$ cat config.mk
export PLATFORM = sky130hd
export DESIGN_NAME = scaled_5x7_text_overlay_core
export DESIGN_NICKNAME = d
export VERILOG_FILES = /design/src/hdl/txtov_pkg.sv /design/src/hdl/txtov_ram.sv /design/src/hdl/scaled_5x7_text_overlay_core.sv
export SDC_FILE = /design/constraint.sdc
export NUM_CORES = 2
export LEC_CHECK = 0
export ABC_AREA = 1
export BUFFER_PORTS_ARGS = -buffer_cell sky130_fd_sc_hd__buf_2
export CORE_MARGIN = 2
export CORE_UTILIZATION = 40
export CTS_BUF_LIST = sky130_fd_sc_hd__clkbuf_4 sky130_fd_sc_hd__clkbuf_8
export CTS_CLUSTER_SIZE = 12
export DETAILED_ROUTE_END_ITERATION = 16
export GPL_ROUTABILITY_DRIVEN = 0
export GPL_TIMING_DRIVEN = 1
export PLACE_DENSITY_LB_ADDON = 0.08
export REMOVE_ABC_BUFFERS = 1
export SLEW_MARGIN = 20
export SYNTH_ARGS = -nofsm -noshare
export SYNTH_HDL_FRONTEND = slang
export SYNTH_SLANG_ARGS = --single-unit
$ cat constraint.sdc
create_clock -name clk_i -period 4.8 [get_ports clk_i]
set_input_delay 0.72 -clock clk_i [delete_from_list [all_inputs] [get_ports clk_i]]
set_output_delay 0.72 -clock clk_i [all_outputs]
set_load 0.005 [all_outputs]
$ cat src/hdl/txtov_pkg.sv
package txtov_pkg;

  localparam int unsigned MAX_CHARS  = 32;
  localparam int unsigned MAX_SCALE  = 8;
  localparam int unsigned FIRST_CODE = 32;
  localparam int unsigned LAST_CODE  = 90;
  localparam int unsigned GLYPH_COLS = 5;
  localparam int unsigned GLYPH_ROWS = 7;
  localparam int unsigned PITCH_COLS = GLYPH_COLS + 1;

  localparam int unsigned SLOT_W     = $clog2(MAX_CHARS);
  localparam int unsigned CODE_W     = 8;
  localparam int unsigned PIX_W      = 12;
  localparam int unsigned COORD_W    = 13;
  localparam int unsigned DIST_W     = 13;
  localparam int unsigned SCALE_W    = 4;
  localparam int unsigned COLOR_W    = 8;
  localparam int unsigned CFG_IDX_W  = 4;
  localparam int unsigned CFG_DATA_W = 13;

  localparam int unsigned FONT_DEPTH = LAST_CODE - FIRST_CODE + 1;
  localparam int unsigned FONT_IDX_W = $clog2(FONT_DEPTH);
  localparam int unsigned COL_W      = $clog2(PITCH_COLS);
  localparam int unsigned ROW_W      = $clog2(GLYPH_ROWS);

  // Reciprocal multiply: floor(n / d) = (n * ceil(2^RCP_SHIFT / d)) >> RCP_SHIFT,
  // exact for n below 2^DIST_W and d up to 15.
  localparam int unsigned RCP_SHIFT  = 17;
  localparam int unsigned RCP_W      = RCP_SHIFT + 1;
  localparam int unsigned PITCH_RCP  = ((1 << RCP_SHIFT) + PITCH_COLS - 1) / PITCH_COLS;
  localparam int unsigned PRCP_W     = $clog2(PITCH_RCP + 1);
  localparam int unsigned IDX_W      = DIST_W - 2;

  localparam logic signed [COORD_W-1:0] RST_ORIGIN = '0;
  localparam logic [SCALE_W-1:0]        RST_SCALE  = SCALE_W'(1);
  localparam logic [COLOR_W-1:0]        RST_COLOR  = COLOR_W'(255);
  localparam logic [COORD_W-1:0]        RST_WIDTH  = COORD_W'(1920);
  localparam logic [COORD_W-1:0]        RST_HEIGHT = COORD_W'(1080);

  typedef enum logic [CFG_IDX_W-1:0] {
    REG_ORIGIN_X     = 4'd0,
    REG_ORIGIN_Y     = 4'd1,
    REG_GLYPH_SCALE  = 4'd2,
    REG_TEXT_BLUE    = 4'd3,
    REG_TEXT_GREEN   = 4'd4,
    REG_TEXT_RED     = 4'd5,
    REG_FRAME_WIDTH  = 4'd6,
    REG_FRAME_HEIGHT = 4'd7
  } cfg_reg_e;

  typedef enum logic {
    MODE_WRITE = 1'b0,
    MODE_QUERY = 1'b1
  } mode_e;

  typedef logic [0:GLYPH_COLS-1][GLYPH_ROWS-1:0] glyph_t;

  // Column bytes hold the top row in bit 0.
  localparam glyph_t FONT_ROM [FONT_DEPTH] = '{
    '{7'h00,7'h00,7'h00,7'h00,7'h00}, '{7'h00,7'h00,7'h5F,7'h00,7'h00},
    '{7'h00,7'h07,7'h00,7'h07,7'h00}, '{7'h14,7'h7F,7'h14,7'h7F,7'h14},
    '{7'h24,7'h2A,7'h7F,7'h2A,7'h12}, '{7'h23,7'h13,7'h08,7'h64,7'h62},
    '{7'h36,7'h49,7'h55,7'h22,7'h50}, '{7'h00,7'h05,7'h03,7'h00,7'h00},
    '{7'h00,7'h1C,7'h22,7'h41,7'h00}, '{7'h00,7'h41,7'h22,7'h1C,7'h00},
    '{7'h08,7'h2A,7'h1C,7'h2A,7'h08}, '{7'h08,7'h08,7'h3E,7'h08,7'h08},
    '{7'h00,7'h50,7'h30,7'h00,7'h00}, '{7'h08,7'h08,7'h08,7'h08,7'h08},
    '{7'h00,7'h60,7'h60,7'h00,7'h00}, '{7'h20,7'h10,7'h08,7'h04,7'h02},
    '{7'h3E,7'h51,7'h49,7'h45,7'h3E}, '{7'h00,7'h42,7'h7F,7'h40,7'h00},
    '{7'h42,7'h61,7'h51,7'h49,7'h46}, '{7'h21,7'h41,7'h45,7'h4B,7'h31},
    '{7'h18,7'h14,7'h12,7'h7F,7'h10}, '{7'h27,7'h45,7'h45,7'h45,7'h39},
    '{7'h3C,7'h4A,7'h49,7'h49,7'h30}, '{7'h01,7'h71,7'h09,7'h05,7'h03},
    '{7'h36,7'h49,7'h49,7'h49,7'h36}, '{7'h06,7'h49,7'h49,7'h29,7'h1E},
    '{7'h00,7'h36,7'h36,7'h00,7'h00}, '{7'h00,7'h56,7'h36,7'h00,7'h00},
    '{7'h08,7'h14,7'h22,7'h41,7'h00}, '{7'h14,7'h14,7'h14,7'h14,7'h14},
    '{7'h00,7'h41,7'h22,7'h14,7'h08}, '{7'h02,7'h01,7'h51,7'h09,7'h06},
    '{7'h32,7'h49,7'h79,7'h41,7'h3E}, '{7'h7E,7'h11,7'h11,7'h11,7'h7E},
    '{7'h7F,7'h49,7'h49,7'h49,7'h36}, '{7'h3E,7'h41,7'h41,7'h41,7'h22},
    '{7'h7F,7'h41,7'h41,7'h22,7'h1C}, '{7'h7F,7'h49,7'h49,7'h49,7'h41},
    '{7'h7F,7'h09,7'h09,7'h09,7'h01}, '{7'h3E,7'h41,7'h49,7'h49,7'h7A},
    '{7'h7F,7'h08,7'h08,7'h08,7'h7F}, '{7'h00,7'h41,7'h7F,7'h41,7'h00},
    '{7'h20,7'h40,7'h41,7'h3F,7'h01}, '{7'h7F,7'h08,7'h14,7'h22,7'h41},
    '{7'h7F,7'h40,7'h40,7'h40,7'h40}, '{7'h7F,7'h02,7'h0C,7'h02,7'h7F},
    '{7'h7F,7'h04,7'h08,7'h10,7'h7F}, '{7'h3E,7'h41,7'h41,7'h41,7'h3E},
    '{7'h7F,7'h09,7'h09,7'h09,7'h06}, '{7'h3E,7'h41,7'h51,7'h21,7'h5E},
    '{7'h7F,7'h09,7'h19,7'h29,7'h46}, '{7'h46,7'h49,7'h49,7'h49,7'h31},
    '{7'h01,7'h01,7'h7F,7'h01,7'h01}, '{7'h3F,7'h40,7'h40,7'h40,7'h3F},
    '{7'h1F,7'h20,7'h40,7'h20,7'h1F}, '{7'h7F,7'h20,7'h18,7'h20,7'h7F},
    '{7'h63,7'h14,7'h08,7'h14,7'h63}, '{7'h07,7'h08,7'h70,7'h08,7'h07},
    '{7'h61,7'h51,7'h49,7'h45,7'h43}
  };

  function automatic logic [RCP_W-1:0] scale_rcp(input logic [SCALE_W-1:0] s);
    logic [RCP_W-1:0] r;
    case (s)
      4'd1:    r = RCP_W'(131072);
      4'd2:    r = RCP_W'(65536);
      4'd3:    r = RCP_W'(43691);
      4'd4:    r = RCP_W'(32768);
      4'd5:    r = RCP_W'(26215);
      4'd6:    r = RCP_W'(21846);
      4'd7:    r = RCP_W'(18725);
      4'd8:    r = RCP_W'(16384);
      4'd9:    r = RCP_W'(14564);
      4'd10:   r = RCP_W'(13108);
      4'd11:   r = RCP_W'(11916);
      4'd12:   r = RCP_W'(10923);
      4'd13:   r = RCP_W'(10083);
      4'd14:   r = RCP_W'(9363);
      4'd15:   r = RCP_W'(8739);
      default: r = '0;
    endcase
    return r;
  endfunction

  // Lowercase shows as uppercase; codes without a glyph show as a space.
  function automatic logic [FONT_IDX_W-1:0] fold_code(input logic [CODE_W-1:0] c);
    logic [CODE_W-1:0] u;
    u = c;
    if (c >= CODE_W'("a") && c <= CODE_W'("z")) begin
      u = c - CODE_W'(32);
    end
    if (u < CODE_W'(FIRST_CODE) || u > CODE_W'(LAST_CODE)) begin
      u = CODE_W'(FIRST_CODE);
    end
    return FONT_IDX_W'(u - CODE_W'(FIRST_CODE));
  endfunction

endpackage

$ cat src/hdl/txtov_ram.sv
module txtov_ram #(
  parameter int unsigned Width = 8,
  parameter int unsigned Depth = 32,
  localparam int unsigned AddrW = (Depth > 1) ? $clog2(Depth) : 1
) (
  input  logic             clk_i,
  input  logic             we_i,
  input  logic [AddrW-1:0] waddr_i,
  input  logic [Width-1:0] wdata_i,
  input  logic [AddrW-1:0] raddr_i,
  output logic [Width-1:0] rdata_o
);

  logic [Width-1:0] mem_q [Depth];
  logic [Width-1:0] rdata_q;

  always_ff @(posedge clk_i) begin
    if (we_i) begin
      mem_q[waddr_i] <= wdata_i;
    end
    rdata_q <= mem_q[raddr_i];
  end

  assign rdata_o = rdata_q;

endmodule

$ cat src/hdl/scaled_5x7_text_overlay_core.sv
// Channel   Direction  Handshake                 Beat contents
// command   in         start_i, busy_o           mode_i, slot_i, char_code_i,
//                                                pixel_x_i, pixel_y_i
// result    out        valid_o (strobe)          hit_o, out_blue_o, out_green_o,
//                                                out_red_o
// config    in         cfg_valid_i, cfg_ready_o  cfg_index_i, cfg_data_i
//
// One command beat is taken every cycle; busy_o stays low.
// A pixel query gives its result from the result register after stage 4; a write gives none.
// The five stages end in the text store read and the glyph lookup.
// Reset sets the registers to their defaults and marks every slot as a space.
// The receiver cannot stall, so the result strobe lasts exactly one cycle.
module scaled_5x7_text_overlay_core import txtov_pkg::*; (
  input  logic                  clk_i,
  input  logic                  rst_ni,
  input  logic                  start_i,
  output logic                  busy_o,
  input  logic                  mode_i,
  input  logic [SLOT_W-1:0]     slot_i,
  input  logic [CODE_W-1:0]     char_code_i,
  input  logic [PIX_W-1:0]      pixel_x_i,
  input  logic [PIX_W-1:0]      pixel_y_i,
  output logic                  valid_o,
  output logic                  hit_o,
  output logic [COLOR_W-1:0]    out_blue_o,
  output logic [COLOR_W-1:0]    out_green_o,
  output logic [COLOR_W-1:0]    out_red_o,
  input  logic                  cfg_valid_i,
  output logic                  cfg_ready_o,
  input  logic [CFG_IDX_W-1:0]  cfg_index_i,
  input  logic [CFG_DATA_W-1:0] cfg_data_i
);

  logic signed [COORD_W-1:0] origin_x_q, origin_y_q;
  logic [SCALE_W-1:0]        glyph_scale_q;
  logic [COLOR_W-1:0]        text_blue_q, text_green_q, text_red_q;
  logic [COORD_W-1:0]        frame_width_q, frame_height_q;

  assign busy_o      = 1'b0;
  assign cfg_ready_o = 1'b1;

  always_ff @(posedge clk_i or negedge rst_ni) begin
    if (!rst_ni) begin
      origin_x_q     <= RST_ORIGIN;
      origin_y_q     <= RST_ORIGIN;
      glyph_scale_q  <= RST_SCALE;
      text_blue_q    <= RST_COLOR;
      text_green_q   <= RST_COLOR;
      text_red_q     <= RST_COLOR;
      frame_width_q  <= RST_WIDTH;
      frame_height_q <= RST_HEIGHT;
    end else if (cfg_valid_i && cfg_ready_o) begin
      case (cfg_index_i)
        REG_ORIGIN_X:     origin_x_q     <= $signed(cfg_data_i[COORD_W-1:0]);
        REG_ORIGIN_Y:     origin_y_q     <= $signed(cfg_data_i[COORD_W-1:0]);
        REG_GLYPH_SCALE:  glyph_scale_q  <= cfg_data_i[SCALE_W-1:0];
        REG_TEXT_BLUE:    text_blue_q    <= cfg_data_i[COLOR_W-1:0];
        REG_TEXT_GREEN:   text_green_q   <= cfg_data_i[COLOR_W-1:0];
        REG_TEXT_RED:     text_red_q     <= cfg_data_i[COLOR_W-1:0];
        REG_FRAME_WIDTH:  frame_width_q  <= cfg_data_i[COORD_W-1:0];
        REG_FRAME_HEIGHT: frame_height_q <= cfg_data_i[COORD_W-1:0];
        default: ;
      endcase
    end
  end

  // Stage 0: offsets to the text origin, clipping and scale reciprocal.
  logic                  accept;
  logic signed [DIST_W:0] dx_d, dy_d;
  logic [SCALE_W-1:0]    scale_eff;
  logic                  live_d;

  assign accept = start_i && !busy_o;

  always_comb begin
    dx_d = $signed({2'b00, pixel_x_i}) - $signed({origin_x_q[COORD_W-1], origin_x_q});
    dy_d = $signed({2'b00, pixel_y_i}) - $signed({origin_y_q[COORD_W-1], origin_y_q});
    scale_eff = (glyph_scale_q > SCALE_W'(MAX_SCALE)) ? SCALE_W'(MAX_SCALE)
                                                      : glyph_scale_q;
    live_d = ({1'b0, pixel_x_i} < frame_width_q) && ({1'b0, pixel_y_i} < frame_height_q)
             && (glyph_scale_q != '0) && !dx_d[DIST_W] && !dy_d[DIST_W];
  end

  logic                  s1_vld_q, s2_vld_q, s3_vld_q, s4_vld_q;
  logic                  s1_mode_q, s2_mode_q, s3_mode_q, s4_mode_q;
  logic                  s1_live_q, s2_live_q, s3_live_q;
  logic [DIST_W-1:0]     s1_dx_q, s1_dy_q;
  logic [RCP_W-1:0]      s1_rcp_q;
  logic [SLOT_W-1:0]     s1_slot_q, s2_slot_q, s3_slot_q;
  logic [CODE_W-1:0]     s1_code_q, s2_code_q, s3_code_q;

  always_ff @(posedge clk_i or negedge rst_ni) begin
    if (!rst_ni) begin
      s1_vld_q <= 1'b0;
      s2_vld_q <= 1'b0;
      s3_vld_q <= 1'b0;
      s4_vld_q <= 1'b0;
    end else begin
      s1_vld_q <= accept;
      s2_vld_q <= s1_vld_q;
      s3_vld_q <= s2_vld_q;
      s4_vld_q <= s3_vld_q;
    end
  end

  always_ff @(posedge clk_i) begin
    s1_mode_q <= mode_i;
    s1_live_q <= live_d;
    s1_dx_q   <= dx_d[DIST_W-1:0];
    s1_dy_q   <= dy_d[DIST_W-1:0];
    s1_rcp_q  <= scale_rcp(scale_eff);
    s1_slot_q <= slot_i;
    s1_code_q <= char_code_i;
  end

  // Stage 1: offsets in font dots.
  logic [DIST_W+RCP_W-1:0] prod_x, prod_y;
  logic [DIST_W-1:0]       s2_ux_q, s2_uy_q;

  assign prod_x = (DIST_W+RCP_W)'(s1_dx_q) * (DIST_W+RCP_W)'(s1_rcp_q);
  assign prod_y = (DIST_W+RCP_W)'(s1_dy_q) * (DIST_W+RCP_W)'(s1_rcp_q);

  always_ff @(posedge clk_i) begin
    s2_mode_q <= s1_mode_q;
    s2_live_q <= s1_live_q;
    s2_ux_q   <= prod_x[RCP_SHIFT +: DIST_W];
    s2_uy_q   <= prod_y[RCP_SHIFT +: DIST_W];
    s2_slot_q <= s1_slot_q;
    s2_code_q <= s1_code_q;
  end

  // Stage 2: character index from the dot column, and the row check.
  logic [DIST_W+PRCP_W-1:0] prod_i;
  logic [IDX_W-1:0]         s3_idx_q;
  logic [DIST_W-1:0]        s3_ux_q;
  logic                     s3_row_ok_q;
  logic [ROW_W-1:0]         s3_row_q;

  assign prod_i = (DIST_W+PRCP_W)'(s2_ux_q) * (DIST_W+PRCP_W)'(PITCH_RCP);

  always_ff @(posedge clk_i) begin
    s3_mode_q   <= s2_mode_q;
    s3_live_q   <= s2_live_q;
    s3_idx_q    <= prod_i[RCP_SHIFT +: IDX_W];
    s3_ux_q     <= s2_ux_q;
    s3_row_ok_q <= s2_uy_q < DIST_W'(GLYPH_ROWS);
    s3_row_q    <= s2_uy_q[ROW_W-1:0];
    s3_slot_q   <= s2_slot_q;
    s3_code_q   <= s2_code_q;
  end

  // Stage 3: glyph column, text store access.
  logic [DIST_W-1:0]    col_full;
  logic                 geom_d;
  logic                 ram_we;
  logic [CODE_W-1:0]    ram_rdata;
  logic [MAX_CHARS-1:0] slot_vld_q;
  logic                 s4_slot_vld_q;
  logic                 s4_geom_q;
  logic [COL_W-1:0]     s4_col_q;
  logic [ROW_W-1:0]     s4_row_q;

  assign col_full = s3_ux_q - (DIST_W'({s3_idx_q, 2'b00}) + DIST_W'({s3_idx_q, 1'b0}));
  assign geom_d   = s3_live_q && s3_row_ok_q && (s3_idx_q < IDX_W'(MAX_CHARS))
                    && (col_full < DIST_W'(GLYPH_COLS));
  assign ram_we   = s3_vld_q && (s3_mode_q == MODE_WRITE);

  txtov_ram #(
    .Width (CODE_W),
    .Depth (MAX_CHARS)
  ) u_text_store (
    .clk_i   (clk_i),
    .we_i    (ram_we),
    .waddr_i (s3_slot_q),
    .wdata_i (s3_code_q),
    .raddr_i (s3_idx_q[SLOT_W-1:0]),
    .rdata_o (ram_rdata)
  );

  always_ff @(posedge clk_i or negedge rst_ni) begin
    if (!rst_ni) begin
      slot_vld_q <= '0;
    end else if (ram_we) begin
      slot_vld_q[s3_slot_q] <= 1'b1;
    end
  end

  always_ff @(posedge clk_i) begin
    s4_mode_q     <= s3_mode_q;
    s4_geom_q     <= geom_d;
    s4_col_q      <= col_full[COL_W-1:0];
    s4_row_q      <= s3_row_q;
    s4_slot_vld_q <= slot_vld_q[s3_idx_q[SLOT_W-1:0]];
  end

  // Stage 4: glyph lookup and result register.
  logic [CODE_W-1:0]     code_rd;
  logic [FONT_IDX_W-1:0] font_idx;
  glyph_t                glyph;
  logic                  hit_d;
  logic                  valid_q, hit_q;
  logic [COLOR_W-1:0]    blue_q, green_q, red_q;

  always_comb begin
    code_rd  = s4_slot_vld_q ? ram_rdata : CODE_W'(FIRST_CODE);
    font_idx = fold_code(code_rd);
    glyph    = FONT_ROM[font_idx];
    hit_d    = s4_geom_q && (s4_col_q < COL_W'(GLYPH_COLS)) && glyph[s4_col_q][s4_row_q];
  end

  always_ff @(posedge clk_i or negedge rst_ni) begin
    if (!rst_ni) begin
      valid_q <= 1'b0;
    end else begin
      valid_q <= s4_vld_q && (s4_mode_q == MODE_QUERY);
    end
  end

  always_ff @(posedge clk_i) begin
    hit_q   <= hit_d;
    blue_q  <= hit_d ? text_blue_q  : '0;
    green_q <= hit_d ? text_green_q : '0;
    red_q   <= hit_d ? text_red_q   : '0;
  end

  assign valid_o     = valid_q;
  assign hit_o       = hit_q;
  assign out_blue_o  = blue_q;
  assign out_green_o = green_q;
  assign out_red_o   = red_q;

  a_query_gives_result: assert property (@(posedge clk_i) disable iff (!rst_ni)
    (start_i && !busy_o && mode_i == MODE_QUERY) |-> ##5 valid_o)
    else $error("pixel query produced no result");

  a_result_has_query: assert property (@(posedge clk_i) disable iff (!rst_ni)
    valid_o |-> $past(start_i && !busy_o && mode_i == MODE_QUERY, 5))
    else $error("result without a matching pixel query");

  a_write_no_result: assert property (@(posedge clk_i) disable iff (!rst_ni)
    (start_i && !busy_o && mode_i == MODE_WRITE) |-> ##5 !valid_o)
    else $error("slot write produced a result");

  a_hit_colors: assert property (@(posedge clk_i) disable iff (!rst_ni)
    (valid_o && hit_o) |-> (out_blue_o == text_blue_q && out_red_o == text_red_q))
    else $error("hit result carries a stale text color");

endmodule
==> After elaboration in Yosys (flattened, before gate mapping) <==
Memories as Yosys holds them, arrays and structs flattened. A register that Yosys moved wholly into a read port is not among the register bits.
Cells that the tools add are included.
{ "totals": {"mem_bits_rw": 256, "wordCells": 126, "ff_bits": 276, "inputBits": 59, "mem_bits_ro": 2528, "n_memories": 3} }
{ "mem_list": {"columns": ["memory", "depth", "width", "rd", "rd_ports_with_merged_regs", "write_ports", "line_no", "source"], "rows": [
  ["(name not given)", 64, 35, 1, 0, 0, "scaled_5x7_text_overlay_core.sv:207", "glyph = FONT_ROM[font_idx];"],
  ["(name not given)", 16, 18, 1, 1, 0, "txtov_pkg.sv:94", "case (s)"],
  ["u_text_store.mem_q", 32, 8, 1, 1, 1, "txtov_ram.sv:14", "logic [Width-1:0] mem_q [Depth];"]
]} }
{ "classes": {"mux": 17, "n_mul": 3, "reduce_logical": 26, "n_eq_ne": 7, "n_lt_le_gt_ge": 17, "n_bitwise": 4, "n_addsub": 6} }
{ "ops": {"columns": ["operator", "count"], "rows": [
  ["2-to-1 mux 35 bit", 2],
  ["multiplier 13 x 18 -> 30 bit", 2],
  ["bitwise OR 32 bit", 1],
  ["subtractor 13 x 13 -> 14 bit", 2],
  ["multiplier 13 x 14 -> 27 bit (second input constant)", 1],
  ["less-than comparator 12 x 13 -> 1 bit", 2],
  ["less-than comparator 13 x 3 -> 1 bit (second input constant)", 2],
  ["binary-select mux 7 bit (select 3 bit)", 1],
  ["equality test 4 x 3 -> 1 bit (second input constant)", 4],
  ["2-to-1 mux 8 bit", 2],
  ["AND reduction 2 bit", 8],
  ["2-to-1 mux 7 bit", 2],
  ["adder 13 x 12 -> 13 bit", 1],
  ["logical AND 1 bit", 13],
  ["subtractor 13 bit", 1],
  ["less-than comparator 5 x 6 -> 1 bit (second input constant)", 2],
  ["less-than comparator 11 x 6 -> 1 bit (second input constant)", 1],
  ["equality test 4 x 2 -> 1 bit (second input constant)", 2],
  [">= comparator 8 x 7 -> 1 bit (second input constant)", 1],
  ["greater-than comparator 8 x 7 -> 1 bit (second input constant)", 1],
  ["less-or-equal comparator 8 x 7 -> 1 bit (second input constant)", 1],
  ["less-than comparator 8 x 6 -> 1 bit (second input constant)", 1],
  ["subtractor 8 x 6 -> 8 bit (second input constant)", 1],
  [">= comparator 7 bit (second input constant)", 1],
  ["20 further kinds", 25]
]} }

==> Longest topological paths before layout <==
{ "logic_depth": {"ltp_word": 18, "ltp_mapped": 32} }

==> Cells and area by module <==
A second synthesis with hierarchy kept.
{ "unflattened": {"cells_unflattened": 4699, "area_unflattened_um2": 41504.8} }
{ "modules_own_cells": {"columns": ["module", "seq_area_each_um2", "cells_each", "instances", "area_per_inst_um2"], "rows": [
  ["scaled_5x7_text_overlay_core", 6512.5, 3777, 1, 30718.2],
  ["txtov_ram", 7847.5, 922, 1, 10786.6]
]} }

==> Least setup slack after synthesis <==
Ideal clock, no wire load.
{ "synth_timing": {"path_kind": "reg2reg", "start": "reg s1_dy_q[1]", "end": "reg s2_uy_q[10]", "required_ns": 4.680, "arrival_ns": 5.084, "path_buffers": 2, "setup_slack_ns": -0.404, "setup_ns": 0.120, "stages_incl_launch_ff": 26, "period_less_slack_ns": 5.204, "path_cell_list": "dfxtp_1 > clkbuf_1 > clkbuf_1 > nand2_1 > fa_1 > inv_1 > fa_1 > fa_1 > fa_1 > inv_1 > fa_1 > inv_1 > ha_1 > a21oi_1 > inv_1 > a31oi_1 > o221ai_1 > a21oi_1 > o21ai_0 > nand3_1 > nand2_1 > nand3_1 > nand2_1 > nand2_1 > nand3_1 > xor2_1"} }
{ "synth_between": {"elab_chain_cells": 1} }
{ "synth_rtl": {"columns": ["element", "line_no", "source"], "rows": [
  ["start: declaration", "scaled_5x7_text_overlay_core.sv:87", "logic [DIST_W-1:0] s1_dx_q, s1_dy_q;"],
  ["start signal: assignment", "scaled_5x7_text_overlay_core.sv:110", "s1_dy_q <= dy_d[DIST_W-1:0];"],
  ["multiplier 13 x 18 -> 30 bit", "scaled_5x7_text_overlay_core.sv:121", "assign prod_y = (DIST_W+RCP_W)'(s1_dy_q) * (DIST_W+RCP_W)'(s1_rcp_q);"],
  ["via prod_y[27]", "scaled_5x7_text_overlay_core.sv:117", "logic [DIST_W+RCP_W-1:0] prod_x, prod_y;"],
  ["end signal: assignment", "scaled_5x7_text_overlay_core.sv:127", "s2_uy_q <= prod_y[RCP_SHIFT +: DIST_W];"],
  ["end: declaration", "scaled_5x7_text_overlay_core.sv:118", "logic [DIST_W-1:0] s2_ux_q, s2_uy_q;"]
]} }
The timed path passes the listed nets, and every way through them passes these cells.
A chain may end at the register's enable or synchronous reset.

==> Worst setup path in the final report <==
{ "layout_timing": {"start": "reg s1_dy_q[11]", "end": "reg s2_uy_q[12]"} }
The elaborated chain is that of the path after synthesis.

==> flow_metrics.env <==
export IMPL_synth_top_family_by_area="adder cells"
export IMPL_synth_edf_count=256
export IMPL_core_area_mm2=0.102
export IMPL_min_period_ns=5.00
export IMPL_drc=0
export IMPL_antenna_found_initial=7
export IMPL_drive_gt1_frac=0.188
export IMPL_postSynthAreaPerCell_um2=8.91
export IMPL_reg_top3="u_text_store.mem_q x256, slot_vld_q x32, s1_rcp_q x18"
export IMPL_setup_tns_ns=-1.66
export IMPL_crit_fanout=5
export IMPL_setup_viol=14
export IMPL_netlist_cell_type_count=60
export IMPL_ant_nets=0
export IMPL_rr_endpoint="s2_uy_q[12]$_DFF_P_"
export IMPL_dieArea_mm2=0.105
export IMPL_fin_nets=5658
export IMPL_cts_made_buffers=96
export IMPL_clock_fmax_mhz=200
export IMPL_wl_per_cell_um=17.8
export IMPL_clkTransAtPathRegs_ns=0.06
export IMPL_nFillCells=9968
export IMPL_synth_compound_area_frac=0.0855
export IMPL_skew_ns=0.0525
export IMPL_cp_arrival_ns=5.64
export IMPL_hp_class="input port to asynchronous set/reset pin"
export IMPL_clock_path_buffers=3
export IMPL_drv_cap=0
export IMPL_synthArstFlopShare=0.210
export IMPL_grt_use_total=0.222
export IMPL_place_area_mm2=0.0447
export IMPL_cp_required_ns=5.44
export IMPL_regMostFlops="u_text_store.mem_q"
export IMPL_status="finished, violations left"
export IMPL_ys_warn_count=0
export IMPL_first_pass_iters=6
export IMPL_fp_dieH_um=324
export IMPL_die_x_um=324
export IMPL_slew_headroom=0.260
export IMPL_final_max_slew_violation_count=0
export IMPL_worst_slack_ns=-0.199
export IMPL_dp_hpwl_mm=83.2
export IMPL_hold_viol=0
export IMPL_vias=31300
export IMPL_drt_initial_drc_count=2207
export IMPL_largest_register_ffs=256
export IMPL_grt_max_degree=150
export IMPL_clock_sinks=558
export IMPL_synth_xor_area_frac=0.0165
export IMPL_ioPinCount=87
export IMPL_r2r_slack_ns=-0.20
export IMPL_fin_area_mm2=0.0487
export IMPL_htree_levels=3
export IMPL_yosysTopAreaCell="fa_1"
export IMPL_wl_mm=113
export IMPL_yosysSeqAreaShare=0.352
export IMPL_overflow=0
export IMPL_viasPerCell=4.93
export IMPL_syn_inst=4583
export IMPL_root_buffer="clkbuf_8"
export IMPL_crit_path_end_kind="flip-flop"
export IMPL_failed_checks="negative setup slack"
export IMPL_yosysTopAreaCellShare=0.199
export IMPL_place_port_buffers=84
export IMPL_finalCritPeriodShare=1.04
export IMPL_ys_flop_type="edfxtp_1"
export IMPL_netlist_top_cells_area="fa_1, edfxtp_1, dfxtp_1"
export IMPL_r2r_start="s1_dy_q[11]$_DFF_P_"
export IMPL_cts_tree="built"
export IMPL_ys_ff_latch=558
export IMPL_syn_to_final_growth_pct=19.2
export IMPL_grt_pass1_wl_mm=181
export IMPL_num_rows=117
export IMPL_start_util=0.402
export IMPL_startpoint="s1_dy_q[11]$_DFF_P_"
export IMPL_synthMuxAreaShare=0
export IMPL_startpoint_type="flip-flop"
export IMPL_r2r_cells=25
export IMPL_synth_most_common_cell="nand2_1"
export IMPL_synth_commonest_cells="nand2_1, inv_1, fa_1, nor2_1, o21ai_0"
export IMPL_crit_type="flip-flop to flip-flop"
export IMPL_grt_pass1_vias=32200
export IMPL_synth_simple_area_share=0.155
export IMPL_synth_adder_area_share=0.288
export IMPL_synth_cell_area_mm2=0.0408
export IMPL_worstSkewPairLatency_ns=0.75
export IMPL_rsz0062_at_grt="true"
export IMPL_worst_pin_slew_ns=1.11
[how the worst max path moves through the flow]
stage,endpoint,slack (ns)
final,s2_uy_q[12]$_DFF_P_,-0.20
after global routing,s2_uy_q[12]$_DFF_P_,-0.51
after CTS,s2_ux_q[11]$_DFF_P_,-0.20
after detailed placement,s2_ux_q[11]$_DFF_P_,-0.45
after global placement,s2_uy_q[9]$_DFF_P_,-0.42
after floorplan,s4_geom_q$_DFF_P_,-2.23
[routing by layer]
layer / global-route usage / up-vias / part of all wire
met5: 0 / - / 0.00029
met4: 0.0504 / 4 / 0.020
met3: 0.0278 / 153 / 0.054
met2: 0.356 / 820 / 0.45
met1: 0.321 / 15300 / 0.47
li1: - / 15000 / -
[placed cells by master (no fill, tap or decap), drive strengths merged, types with 3 or more instances in the layout]
cell type / instances
o211ai: 20
a211oi: 4
xor2: 53
clkbuf: 148
clkinv: 27
o21bai: 7
o221ai: 47
nor2: 339
a32oi: 6
a221oi: 3
nand4: 24
nand2: 943
edfxtp: 256
dfxtp: 185
buf: 429
o21ai: 315
o21a: 3
inv: 886
nor4: 9
nor3: 10
nand3: 182
a21o: 11
a31oi: 16
dfstp: 33
a21oi: 149
ha: 292
dfrtp: 84
o22ai: 23
or2: 28
bufinv: 5
xnor2: 24
fa: 406
[area by class of cell]
class                           count  area, um^2  share of cell area
Antenna cell                        2        5.00            0.000103
Sequential cell                   558       14400               0.297
Inverter                          886        3330              0.0684
Tap cell                         1368        1710              0.0352
Clock buffer                      148        1800              0.0370
Multi-Input combinational cell   2930       23300               0.478
Timing Repair Buffer              429        3740              0.0768
Clock inverter                     34         380             0.00781
[cell families (layout without fill, tap and decap cells)]
logic type,after synthesis,count (layout)
AO/OA/AOI/OAI,615,615
XOR/XNOR,77,77
adder cells (fa/ha/maj),698,698
buffers and inverters,1095,1497
flip-flops,558,558
other,2,4
AND/OR/NAND/NOR,1538,1538
[stage by stage]
step	setup WS, ns	utilization	hold WS, ns	instances
after detailed placement	-0.446	0.440	0.312	6116
after CTS	-0.198	0.474	0.00463	6335
after floorplan	-2.23	-	0.310	4374
after global routing	-0.511	0.479	0.0260	6354
after global placement	-0.424	0.440	0.310	6116
final	-0.199	0.479	0.0350	6355
[timing repair]
action,CTS,global route
setup endpoints to repair,26,56
cloned,2,0
gates resized for setup,213,134
pin swaps,77,92
hold buffers,0,0
buffers inserted,37,24
[worst max-delay path, cell delays in order (launching register included)]
cell and delay [ns]:
dfxtp_2 0.32, buf_12 0.13, buf_4 0.15, nand2_1 0.07
inv_1 0.04, fa_1 0.47, fa_1 0.58, fa_1 0.44
fa_1 0.53, inv_2 0.04, fa_1 0.52, inv_2 0.05
ha_4 0.28, nand2_4 0.05, nor2_4 0.08, inv_2 0.06
nor3_4 0.18, a21oi_2 0.09, o21ai_2 0.16, nand3_1 0.11
nand2_2 0.12, nand2_2 0.06, nand2_2 0.07, nand4_1 0.07
nand2_1 0.09, xor2_1 0.15
Power is left out: the tool's default activity adds up to more than one toggle a clock period on the data nets, which glitch-free logic cannot reach.
